===== src/rtl/core/btot_pkg.sv =====
// types, constants and control bundles for the backlash offset table
// no dependencies
package btot_pkg;

    localparam int DEPTH   = 16;
    localparam int IDX_W   = $clog2(DEPTH);
    localparam int CNT_W   = IDX_W + 1;
    localparam int TIME_W  = 48;
    localparam int TGT_W   = 32;
    localparam int RAMP_W  = 20;
    localparam int SM_BITS = 30;
    localparam int DCNT_W  = $clog2(SM_BITS + 1);

    typedef enum logic [1:0] {
        CMD_QUERY  = 2'd0,
        CMD_INSERT = 2'd1,
        CMD_CLEAR  = 2'd2
    } cmd_t;

    typedef enum logic [1:0] {
        RD_TOP      = 2'd0,
        RD_BELOW    = 2'd1,
        RD_NEXT_TOP = 2'd2,
        RD_SECOND   = 2'd3
    } rd_sel_t;

    typedef struct packed {
        logic signed [TGT_W-1:0] target;
        logic [TIME_W-1:0]       tstamp;
        logic [RAMP_W-1:0]       ramp;
    } entry_t;

    typedef struct packed {
        logic    latch_item;
        logic    rd_en;
        rd_sel_t rd_sel;
        logic    k_top;
        logic    k_dec;
        logic    cur_load;
        logic    prv_load;
        logic    off_from_rd;
        logic    off_from_prv;
        logic    div_start;
        logic    u_load;
        logic    u2_load;
        logic    sm_load;
        logic    prod_load;
        logic    off_blend;
        logic    ramp_short;
        logic    cnt_dec;
        logic    drop_old;
        logic    set_dropped;
        logic    write_new;
        logic    clear_tab;
        logic    out_load;
    } ctrl_t;

    typedef struct packed {
        logic [1:0] cmd;
        logic       dflt_zero;
        logic       k_zero;
        logic       rd_after;
        logic       tgt_eq;
        logic       dt_ge_r;
        logic       cnt_le1;
        logic       mrg_stop;
        logic       mrg_flushed;
        logic       prune;
        logic       full;
        logic       div_done;
        logic       out_free;
    } stat_t;

endpackage


===== src/rtl/core/btot_ctrl.sv =====
// sequencer for query, insert and clear commands
// depends on btot_pkg
module btot_ctrl (
    input  logic              clk,
    input  logic              rst_n,
    input  logic              in_valid,
    output logic              in_ready,
    input  btot_pkg::stat_t   st,
    output btot_pkg::ctrl_t   ctl
);

    typedef enum logic [16:0] {
        S_IDLE   = 17'h00001,
        S_DISP   = 17'h00002,
        S_LK_CHK = 17'h00004,
        S_LK_PRV = 17'h00008,
        S_LK_DT  = 17'h00010,
        S_LK_DIV = 17'h00020,
        S_LK_SQ  = 17'h00040,
        S_LK_SM  = 17'h00080,
        S_LK_MAG = 17'h00100,
        S_LK_FIN = 17'h00200,
        S_IN_CHK = 17'h00400,
        S_IN_MRG = 17'h00800,
        S_PR_RD  = 17'h01000,
        S_PR_CHK = 17'h02000,
        S_FULL   = 17'h04000,
        S_WR     = 17'h08000,
        S_DONE   = 17'h10000
    } state_t;

    state_t state_reg, state_next;

    always_comb
    begin
        state_next = state_reg;
        ctl        = '0;
        in_ready   = 1'b0;
        case (state_reg)
            S_IDLE:
            begin
                in_ready = 1'b1;
                if (in_valid)
                begin
                    ctl.latch_item = 1'b1;
                    state_next     = S_DISP;
                end
            end
            S_DISP:
            begin
                case (st.cmd)
                    btot_pkg::CMD_QUERY:
                    begin
                        if (st.dflt_zero)
                            state_next = S_DONE;
                        else
                        begin
                            ctl.rd_en  = 1'b1;
                            ctl.rd_sel = btot_pkg::RD_TOP;
                            ctl.k_top  = 1'b1;
                            state_next = S_LK_CHK;
                        end
                    end
                    btot_pkg::CMD_INSERT:
                    begin
                        ctl.rd_en  = 1'b1;
                        ctl.rd_sel = btot_pkg::RD_TOP;
                        state_next = S_IN_CHK;
                    end
                    btot_pkg::CMD_CLEAR:
                    begin
                        ctl.clear_tab = 1'b1;
                        state_next    = S_DONE;
                    end
                    default:
                        state_next = S_DONE;
                endcase
            end
            S_LK_CHK:
            begin
                if (st.k_zero || !st.rd_after)
                begin
                    ctl.off_from_rd = 1'b1;
                    state_next      = S_DONE;
                end
                else
                begin
                    ctl.cur_load = 1'b1;
                    ctl.rd_en    = 1'b1;
                    ctl.rd_sel   = btot_pkg::RD_BELOW;
                    ctl.k_dec    = 1'b1;
                    state_next   = S_LK_PRV;
                end
            end
            S_LK_PRV:
            begin
                if (st.rd_after)
                begin
                    if (st.k_zero)
                    begin
                        ctl.off_from_rd = 1'b1;
                        state_next      = S_DONE;
                    end
                    else
                    begin
                        ctl.cur_load = 1'b1;
                        ctl.rd_en    = 1'b1;
                        ctl.rd_sel   = btot_pkg::RD_BELOW;
                        ctl.k_dec    = 1'b1;
                    end
                end
                else
                begin
                    ctl.prv_load = 1'b1;
                    state_next   = S_LK_DT;
                end
            end
            S_LK_DT:
            begin
                if (st.dt_ge_r)
                begin
                    ctl.off_from_prv = 1'b1;
                    state_next       = S_DONE;
                end
                else
                begin
                    ctl.div_start = 1'b1;
                    state_next    = S_LK_DIV;
                end
            end
            S_LK_DIV:
            begin
                if (st.div_done)
                begin
                    ctl.u_load = 1'b1;
                    state_next = S_LK_SQ;
                end
            end
            S_LK_SQ:
            begin
                ctl.u2_load = 1'b1;
                state_next  = S_LK_SM;
            end
            S_LK_SM:
            begin
                ctl.sm_load = 1'b1;
                state_next  = S_LK_MAG;
            end
            S_LK_MAG:
            begin
                ctl.prod_load = 1'b1;
                state_next    = S_LK_FIN;
            end
            S_LK_FIN:
            begin
                ctl.off_blend = 1'b1;
                state_next    = S_DONE;
            end
            S_IN_CHK:
            begin
                if (st.tgt_eq)
                    state_next = S_DONE;
                else
                    state_next = S_IN_MRG;
            end
            S_IN_MRG:
            begin
                if (st.cnt_le1 || st.mrg_stop)
                    state_next = S_PR_RD;
                else if (st.mrg_flushed)
                begin
                    ctl.ramp_short = 1'b1;
                    state_next     = S_PR_RD;
                end
                else
                begin
                    ctl.cnt_dec = 1'b1;
                    ctl.rd_en   = 1'b1;
                    ctl.rd_sel  = btot_pkg::RD_NEXT_TOP;
                end
            end
            S_PR_RD:
            begin
                if (st.cnt_le1)
                    state_next = S_FULL;
                else
                begin
                    ctl.rd_en  = 1'b1;
                    ctl.rd_sel = btot_pkg::RD_SECOND;
                    state_next = S_PR_CHK;
                end
            end
            S_PR_CHK:
            begin
                if (st.prune)
                begin
                    ctl.drop_old = 1'b1;
                    state_next   = S_PR_RD;
                end
                else
                    state_next = S_FULL;
            end
            S_FULL:
            begin
                if (st.full)
                begin
                    ctl.drop_old    = 1'b1;
                    ctl.set_dropped = 1'b1;
                end
                state_next = S_WR;
            end
            S_WR:
            begin
                ctl.write_new = 1'b1;
                state_next    = S_DONE;
            end
            S_DONE:
            begin
                if (st.out_free)
                begin
                    ctl.out_load = 1'b1;
                    state_next   = S_IDLE;
                end
            end
            default:
                state_next = S_IDLE;
        endcase
    end

    always_ff @(posedge clk or negedge rst_n)
    begin
        if (!rst_n)
            state_reg <= S_IDLE;
        else
            state_reg <= state_next;
    end

endmodule


===== config.mk =====
export PLATFORM = sky130hd
export DESIGN_NAME = btot_ctrl
export DESIGN_NICKNAME = d
export VERILOG_FILES = /design/src/rtl/core/btot_pkg.sv /design/src/rtl/core/btot_ctrl.sv
export SDC_FILE = /design/constraint.sdc
export NUM_CORES = 1
export LEC_CHECK = 0
export ABC_AREA = 1
export BUFFER_PORTS_ARGS = -buffer_cell sky130_fd_sc_hd__buf_2
export CAP_MARGIN = 30
export CORE_MARGIN = 4
export CORE_UTILIZATION = 30
export DETAILED_ROUTE_END_ITERATION = 8
export SLEW_MARGIN = 10
export SYNTH_ARGS = -nofsm -noshare
export SYNTH_HDL_FRONTEND = slang
export SYNTH_SLANG_ARGS = --single-unit

===== constraint.sdc =====
create_clock -name clk -period 2.5 [get_ports clk]
set_clock_uncertainty 0.1 [all_clocks]
set_input_delay 0.375 -clock clk [delete_from_list [all_inputs] [get_ports clk]]
set_output_delay 0.375 -clock clk [all_outputs]
set_load 0.01 [all_outputs]

### After elaboration in Yosys (flattened, before gate mapping)

Cells that the tools add are included.

| word-level totals | value |
|---|---|
| register bits | 17 |
| latch bits | 0 |
| memory bits (writable) | 0 |
| memory bits (read-only) | 0 |
| output and inout port bits | 24 |
| word-level logic and storage cells | 92 |
| memories | 0 |

| cells by class | value |
|---|---|
| $add $sub $neg | 0 |
| multiply operators | 0 |
| divide/modulo/power cells | 0 |
| $lt $le $gt $ge | 0 |
| eq/ne operators | 24 |
| shift-type cells | 0 |
| multiplexer cells | 61 |
| bitwise gates (word level) | 0 |
| reduce and logical (&&, ||, !) cells | 6 |

Operator list:

| kind | count |
|---|---|
| $pmux W17 S16 | 1 |
| $mux W17 | 11 |
| $pmux W17 S2 | 1 |
| $mux W15 | 2 |
| $mux W1 | 27 |
| $mux W3 | 6 |
| $eq A17 B1 Y1 const B | 1 |
| $eq A17 B10 Y1 const B | 1 |
| $eq A17 B11 Y1 const B | 1 |
| $eq A17 B12 Y1 const B | 1 |
| $eq A17 B13 Y1 const B | 1 |
| $eq A17 B14 Y1 const B | 1 |
| $eq A17 B15 Y1 const B | 1 |
| $eq A17 B16 Y1 const B | 1 |
| $eq A17 B17 Y1 const B | 1 |
| $eq A17 B2 Y1 const B | 1 |
| $eq A17 B3 Y1 const B | 1 |
| $eq A17 B4 Y1 const B | 1 |
| $eq A17 B5 Y1 const B | 1 |
| $eq A17 B6 Y1 const B | 1 |
| $eq A17 B7 Y1 const B | 1 |
| $eq A17 B8 Y1 const B | 1 |
| $eq A17 B9 Y1 const B | 1 |
| $pmux W3 S5 | 1 |
| 14 further kinds | 25 |

### Logic depth before layout (Yosys ltp)

Gate-level depths: netlist (run 1).

| depth | value |
|---|---|
| depth after elaboration | 4 |
| gate-level depth with buffers | 12 |
| mapped depth without buffers | 11 |

### Worst setup path before layout (run 1)

Ideal clock, no wire load.

| path | value |
|---|---|
| path type | register to output |
| from | register state_reg[8] |
| to | output ctl[21] (netlist bit) |
| arrival | 1,491 ps |
| data required time | 2,025 ps |
| path slack | 534 ps |
| stages on the path, launching flop included | 10 |
| buffers on the path | 0 |
| path through | dfrtp_1 > nor2_1 > nand2_1 > inv_1 > nand2_1 > nor2_2 > o21ai_0 > nor2_1 > nor2_1 > nand2_1 |

RTL lines:

| what | RTL line | source |
|---|---|---|
| start: declaration | btot_ctrl.sv:32 | `state_t state_reg, state_next;` |
| start signal: assignment | btot_ctrl.sv:235 | `state_reg <= state_next;` |
| end: declaration | btot_ctrl.sv:9 | `output btot_pkg::ctrl_t ctl` |

==> qor.txt, run 1 <==
status: finished, final reports clean
peak supply drop: 0.000166 V
Max Clock Freq: 428 MHz
DRT antenna net count: 0
Pre-antenna DRT Iters: 4
via count: 1478
Setup-failing EPs final: 0
clock buffer depth: 2
CTS tree: done
Clock Latency Late Sink: 0.25 ns
crit end category: primary output
drt total wl: 3640 um
Post-synth EDFFs: 0
die area: 0.00586 mm2
count leader, synth: inv_1
share of cells above drive strength 1: 0.280
Final #Nets: 286
actual slew at the worst max-slew pin: 0.387 ns
synthesis-to-layout area growth: 21.9%
Synthesized Nets: 241
initial DRC count: 78
first-pass GRT wire length: 6200 um
drt wl/cell: 11.4 um
# IOs: 41
period utilization: 0.935
Remaining DRCs: 0
Die X: 76.6 um
Reg2Reg Setup Slack: 0.50 ns
maxcap violations: 0
Synth area leaders: dfrtp_1 28%, inv_1 13%, nor2_1 13%
Clock transition at path regs: 0.06 ns
Hold Crit Class: in2reg
CTS buffer count: 3
minimum clock period: 2.34 ns
area fraction of the dominant cell type after synthesis: 0.284
Max FO, Critical Path: 7
Yosys reg bits: 17
Largest register FFs: 17
largest net degree at the start of global routing: 18
gp weighted congestion: 0.843
Leakage Power: 1.14 nW
CP Launch Type: flop
Primary FF master, synth: dfrtp_1
Total GRT Usage: 0.130
Syn Std Cell Area: 0.00141 mm2
# diodes: 0
Final Hold Fails: 0
Setup Crit Path Kind: reg2out
GR Overflow Total: 0
Mean Syn Cell Area: 6.30 um2
Mapped Cells: 224
core area: 0.00444 mm2
Root Buffer: clkbuf_8
Die H: 76.6 um
port bufs: 40
required time of the critical path: 2.03 ns
power density over the cells: 552 mW/mm2
Setup TNS Final: 0 ns
post-synthesis sequential area ratio: 0.303
DR vias/cell: 4.62
Warnings, synthesis: 0
Setup WS pre-CTS: 0.261 ns
standard-cell rows: 24
Final Worst Setup Slack: 0.163 ns
placed wire-length estimate: 3170 um
H-tree depth: 1
Pins Over Slew Limit: 0
initial antenna violation count: 0
Worst EP arrival: 1.86 ns
cell taking the most area after synthesis: dfrtp_1
Initial Util: 0.317
CTS sink count: 17
worst rel slew slack: 0.742
vias in the first global route: 1383
Synth top cells by count: 48 x inv_1, 47 x nor2_1, 36 x nand2_1
ys async rst share: 1.00
RSZ-0062 raised after global routing: false
Cell variety after synth: 21
post-CTS setup buffer count: 0
## path summary, 6_finish.rpt
kind / startpoint / endpoint / cells past startpoint
min in group asynchronous: rst_n / state_reg[15]$_DFFE_PN0P_ / 2
max reg2reg: state_reg[8]$_DFFE_PN0P_ / state_reg[0]$_DFFE_PN1P_ / 11
max in group asynchronous: rst_n / state_reg[0]$_DFFE_PN1P_ / 2
min: st[9] / state_reg[4]$_DFFE_PN0P_ / 2
min reg2reg: state_reg[0]$_DFFE_PN1P_ / state_reg[0]$_DFFE_PN1P_ / 2
max: state_reg[4]$_DFFE_PN0P_ / ctl[6] / 7
## metrics by stage
stage	hold slack (ns)	area (um2)	cells	util	total power, W
2_1_floorplan	-0.0206	1410	224	-	0.000643
3_3_place_gp	0.231	1660	315	0.373	0.000744
3_5_place_dp	0.220	1660	315	0.373	0.000747
4_1_cts	0.237	1710	320	0.385	0.000952
5_1_grt	0.236	1720	320	0.387	0.00103
6_report	0.238	1720	320	0.387	0.000950
## final cells by class
| class | count | area (um2) |
|---|---|---|
| Timing Repair Buffer | 44 | 233 |
| Fill cell | 493 | 2730 |
| Tap cell | 52 | 65.1 |
| Inverter | 51 | 191 |
| Sequential cell | 17 | 427 |
| Clock buffer | 4 | 45.0 |
| Multi-Input combinational cell | 152 | 758 |
## placed cells by master (no fill, tap or decap), drive strengths merged, types with 2 or more instances in the layout
| master | synthesis | routed |
|---|---|---|
| nand4 | 8 | 8 |
| clkbuf | 0 | 4 |
| nand3b | 2 | 2 |
| nand2 | 39 | 39 |
| o21ai | 6 | 6 |
| nand3 | 32 | 32 |
| buf | 4 | 43 |
| nor3 | 6 | 6 |
| inv | 51 | 51 |
| nor2 | 56 | 56 |
| dfrtp | 16 | 16 |
## per-layer routing
| metal | track usage | part of all wire | vias to the layer above |
|---|---|---|---|
| met5 | 0 | 0 | - |
| met4 | 0.0326 | 0.0060 | 0 |
| met1 | 0.180 | 0.49 | 649 |
| met2 | 0.202 | 0.44 | 44 |
| met3 | 0.0296 | 0.069 | 2 |
| li1 | - | - | 783 |
## power breakdown
group | internal, W | switching, W | leakage [nW] | total, W
Combinational | 0.000144 | 0.000282 | 0.883 | 0.000425
Sequential | 0.000301 | 0.0000205 | 0.233 | 0.000322
Clock | 0.000113 | 0.0000896 | 0.0228 | 0.000203
## cell families (layout without fill, tap and decap cells)
group	count (synthesis)	in the layout	synth area share
DFF	17	17	0.303
AOI/OAI and AO/OA	7	7	0.0257
buffers and inverters	55	99	0.165
and+or+nand+nor	145	145	0.507
## repair_timing
item,4_1_cts,5_1_grt
hold endpoints to repair,16,0
hold buffers,1,0
pin swaps,1,1
resized for setup,1,3
endpoints found under the setup margin,2,4
## critical path, stage by stage, from the launching register on
cell and delay (ns):
dfrtp_1 0.40, nor2_2 0.20, nand2_2 0.11, nor2_4 0.19, buf_4 0.21, nand3_1 0.14
nor4_1 0.20, buf_2 0.18
(Power assumes the default switching activity.)
==> inputs of run 2 (changes only) <==
--- a/config.mk
+++ b/config.mk
@@ -11,6 +11,7 @@
 export CORE_MARGIN = 4
 export CORE_UTILIZATION = 30
 export DETAILED_ROUTE_END_ITERATION = 8
+export PLACE_DENSITY = 0.61
 export SLEW_MARGIN = 10
 export SYNTH_ARGS = -nofsm -noshare
 export SYNTH_HDL_FRONTEND = slang
==> qor.txt, run 2 (synthesis gave the netlist of run 1 again) <==
status: finished, final reports clean
clock buffer depth: 2
FF-to-FF path depth: 11
Setup WS pre-CTS: 0.338 ns
Final Worst Setup Slack: 0.192 ns
# diodes: 0
power density over the cells: 575 mW/mm2
DR vias/cell: 4.65
commonest cells after routing, fill and taps aside: 47 x inv_1, 47 x nor2_1, 40 x buf_2
hold path start: st[9]
Total GRT Usage: 0.132
gp weighted congestion: 0.937
period utilization: 0.923
initial antenna violation count: 0
Worst EP arrival: 1.83 ns
Multi-input gate area: 751 um2
slowest stage delay, CP: 0.39 ns
standard-cell rows: 24
Die H: 76.6 um
initial DRC count: 87
Clock transition at path regs: 0.07 ns
WHS Path Cells: 2
vias in the first global route: 1406
die area: 0.00586 mm2
placed wire-length estimate: 3100 um
Clock Latency Late Sink: 0.26 ns
Die X: 76.6 um
core area: 0.00444 mm2
CTS buffer count: 3
CP Launch Type: flop
actual slew at the worst max-slew pin: 0.395 ns
fill count: 504
port bufs: 40
maxcap violations: 0
Final #Nets: 293
Root Buffer: clkbuf_8
drt total wl: 3800 um
H-tree depth: 1
utilization after layout: 0.397
drt wl/cell: 11.6 um
share of cells above drive strength 1: 0.295
largest net degree at the start of global routing: 18
minimum clock period: 2.31 ns
Leakage Power: 1.17 nW
Max Clock Freq: 433 MHz
DRT antenna net count: 0
Hold Crit Class: in2reg
Setup TNS Final: 0 ns
CTS sink count: 17
crit end category: primary output
Final Hold Fails: 0
synthesis-to-layout area growth: 25.1%
CTS tree: done
Slowest-stage cell, CP: dfrtp_1
Initial Util: 0.317
Largest register FFs: 17
# IOs: 41
Pins Over Slew Limit: 0
Max FO, Critical Path: 7
area of all sequential standard cells: 427 um2
required time of the critical path: 2.03 ns
first-pass GRT wire length: 6290 um
Reg2Reg Setup Slack: 0.50 ns
reg2reg start: state_reg[4]$_DFFE_PN0P_
via count: 1520
hold worst-path end: state_reg[4]$_DFFE_PN0P_
Remaining DRCs: 0
Setup Crit Path Kind: reg2out
reg-to-reg endpoint: state_reg[6]$_DFFE_PN0P_
Pre-antenna DRT Iters: 4
worst rel slew slack: 0.737
CP cell instances: nor2_1 -> nand2_1 -> inv_2 -> nand2_1 -> nor2_2 -> o21ai_1 -> nor2_1 -> nor2_1 -> nand2_1 -> buf_2
GR Overflow Total: 0
peak supply drop: 0.000399 V
Setup-failing EPs final: 0
## run 2: cell types whose count changed in the layout (fill, tap and decap cells not counted)
| cell | change |
|---|---|
| nor2_1 | +1 |
| nor2_4 | -1 |
| buf_4 | +7 |
## run 2: routing by layer
layer	wire, um	vias to the layer above	GRT usage	part of all wire
li1	-	789	-	-
met1	1830	693	0.170	0.48
met2	1730	31	0.213	0.45
met3	186	7	0.0378	0.049
met4	52	0	0.0399	0.014
met5	0	-	0	0
## run 2: power by group
part	switching [W]	internal, W
clock network	0.0000979	0.000113
registers	0.0000200	0.000301
logic	0.000294	0.000188
## run 2: worst max path at each step
stage          endpoint  cells past startpoint                 startpoint  slack (ns)
6_report        ctl[21]                     10  state_reg[14]$_DFFE_PN0P_        0.19
5_1_grt         ctl[21]                     10  state_reg[14]$_DFFE_PN0P_    -0.00008
4_1_cts         ctl[21]                     10   state_reg[8]$_DFFE_PN0P_        0.05
3_5_place_dp    ctl[21]                      8   state_reg[3]$_DFFE_PN0P_        0.34
3_3_place_gp    ctl[21]                     10   state_reg[8]$_DFFE_PN0P_        0.31
2_1_floorplan   ctl[21]                      9   state_reg[8]$_DFFE_PN0P_        0.53
## run 2: cell type report
type	instances	area share
clock buffers	4	0.0255
multi-input cells	152	0.426
well taps	52	0.0369
inverters	51	0.109
flip-flops and latches	17	0.242
repair buffers	51	0.162
## run 2: metrics by stage
step	hold WS (ns)	area, um2	power, W	instances
after CTS	0.186	1700	0.000941	318
after global placement	0.229	1640	0.000726	313
after global routing	0.193	1760	0.00110	327
after detailed placement	0.228	1640	0.000725	313
after floorplan	-0.0206	1410	0.000643	224
final	0.192	1760	0.00101	327
## run 2: critical path, delay by kind of cell (launching register included)
kind	cells	cell delay, ns
DFF	1	0.39
AOI/OAI and AO/OA	1	0.13
and+or+nand+nor	7	0.80
buffers and inverters	2	0.26
## run 2: what timing repair did
| action | CTS | global route |
|---|---|---|
| gates resized for setup | 0 | 2 |
| setup endpoints to repair | 0 | 4 |
| endpoints found under the hold margin | 16 | 0 |
| hold buffers | 1 | 0 |
| buffers inserted | 0 | 9 |
==> inputs of run 3 (changes only) <==
--- a/config.mk
+++ b/config.mk
@@ -9,9 +9,9 @@
 export BUFFER_PORTS_ARGS = -buffer_cell sky130_fd_sc_hd__buf_2
 export CAP_MARGIN = 30
 export CORE_MARGIN = 4
-export CORE_UTILIZATION = 30
+export CORE_UTILIZATION = 50
 export DETAILED_ROUTE_END_ITERATION = 8
-export PLACE_DENSITY = 0.61
+export PLACE_DENSITY = 0.87
 export SLEW_MARGIN = 10
 export SYNTH_ARGS = -nofsm -noshare
 export SYNTH_HDL_FRONTEND = slang
==> qor.txt, run 3 (synthesis gave the netlist of run 1 again) <==
status: finished, final reports clean
Worst EP arrival: 1.91 ns
Root Buffer: clkbuf_4
core area: 0.00259 mm2
hold worst-path end: state_reg[4]$_DFFE_PN0P_
Final Hold Fails: 0
Layout Cells excl Fill: 304
via count: 1570
CTS tree: done
Final #Nets: 292
# diodes: 0
Hold Crit Class: in2reg
fill count: 237
drt wl/cell: 11.9 um
worst rel slew slack: 0.735
Die X: 61.1 um
Remaining DRCs: 0
Clock Latency Late Sink: 0.29 ns
first-pass GRT wire length: 5960 um
Comb pwr share: 0.487
largest net degree at the start of global routing: 18
M1 WL: 1580 um
Power Internal: 0.000524 W
reg2reg start: state_reg[12]$_DFFE_PN0P_
hold path start: st[9]
Met2 Routed Length: 1710 um
H-tree depth: 1
die area: 0.00373 mm2
WL met3: 239 um
Clk pwr share: 0.164
minimum clock period: 2.38 ns
GR Overflow Total: 0
FF-to-FF path depth: 10
initial antenna violation count: 0
P_sw: 0.000401 W
CTS sink count: 17
Pre-antenna DRT Iters: 4
Highest Signal Layer: met4
Setup Crit Path Kind: reg2out
CTS buffer count: 3
crit end category: primary output
Total GRT Usage: 0.216
Largest register FFs: 17
hold_ws: 0.172 ns
# IOs: 41
initial DRC count: 120
share of cells above drive strength 1: 0.299
DRT antenna net count: 0
DR vias/cell: 5.16
Max FO, Critical Path: 4
WHS Path Cells: 2
Die H: 61.1 um
peak supply drop: 0.000387 V
maxcap violations: 0
Setup WS pre-CTS: 0.399 ns
standard-cell rows: 18
Leakage Power: 1.16 nW
period utilization: 0.952
Pins Over Slew Limit: 0
actual slew at the worst max-slew pin: 0.397 ns
overall power: 0.000925 W
vias in the first global route: 1390
Clock transition at path regs: 0.10 ns
placed cells: 292
Setup-failing EPs final: 0
clock buffer depth: 2
gp weighted congestion: 0.890
Reg power frac: 0.350
placed wire-length estimate: 2910 um
port bufs: 40
required time of the critical path: 2.03 ns
CP Launch Type: flop
drt total wl: 3620 um
Reg2Reg Setup Slack: 0.53 ns
synthesis-to-layout area growth: 22.4%
Multi-input gate area: 764 um2
sw frac: 0.433
Final Worst Setup Slack: 0.120 ns
reg-to-reg endpoint: state_reg[6]$_DFFE_PN0P_
commonest cells after routing, fill and taps aside: 47 x inv_1, 47 x nor2_1, 40 x buf_2
area of all sequential standard cells: 427 um2
power density over the cells: 535 mW/mm2
Initial Util: 0.544
Max Clock Freq: 420 MHz
==> run 3: layer usage <==
layer  GRT usage  vias up
li1            -      792
met1       0.293      708
met2       0.349       61
met3      0.0168        9
met4       0.102        0
met5           0        -
==> run 3: through the flow <==
stage | utilization | area (um2) | setup TNS (ns)
after global routing | 0.667 | 1730 | -0.0190
after global placement | 0.626 | 1620 | 0
after detailed placement | 0.626 | 1620 | 0
final | 0.667 | 1730 | 0
after CTS | 0.640 | 1660 | 0
after floorplan | - | 1410 | 0
==> run 3: how the worst max path moves through the flow <==
stage                                          from  endpoint  depth (start not counted)
after floorplan            state_reg[8]$_DFFE_PN0P_   ctl[21]                          9
after global placement     state_reg[4]$_DFFE_PN0P_   ctl[21]                          8
after detailed placement  state_reg[14]$_DFFE_PN0P_   ctl[14]                          8
after CTS                 state_reg[14]$_DFFE_PN0P_   ctl[14]                          8
after global routing      state_reg[14]$_DFFE_PN0P_   ctl[19]                         10
final                      state_reg[5]$_DFFE_PN0P_   ctl[21]                          8
==> run 3: worst max-delay path: stages, from the launching register on <==
cell and delay (ns):
dfrtp_1 0.43, nor2_2 0.18, nand2_2 0.11, nor2_4 0.17
nand3_1 0.18, nor2_1 0.26, nor2_1 0.10, nand2_1 0.07
buf_2 0.12
==> run 3: power groups by stage <==
stage,Clock (W),Combinational [W],Sequential [W]
final,0.000151,0.000450,0.000323
after global routing,0.000158,0.000500,0.000327
after CTS,0.000151,0.000415,0.000322
after detailed placement,0,0.000412,0.000327
after global placement,0,0.000401,0.000326
after floorplan,0,0.000320,0.000323
==> run 3: final cells by class <==
type | count | area share
Clock buffer | 4 | 0.0152
Sequential cell | 17 | 0.247
Timing Repair Buffer | 50 | 0.161
Inverter | 51 | 0.112
Tap cell | 30 | 0.0217
Multi-Input combinational cell | 152 | 0.443
==> run 3: timing repair <==
item,CTS,global route
endpoints found under the setup margin,0,8
resized for setup,0,6
setup buffers,0,7
endpoints found under the hold margin,16,0
hold buffers,1,0
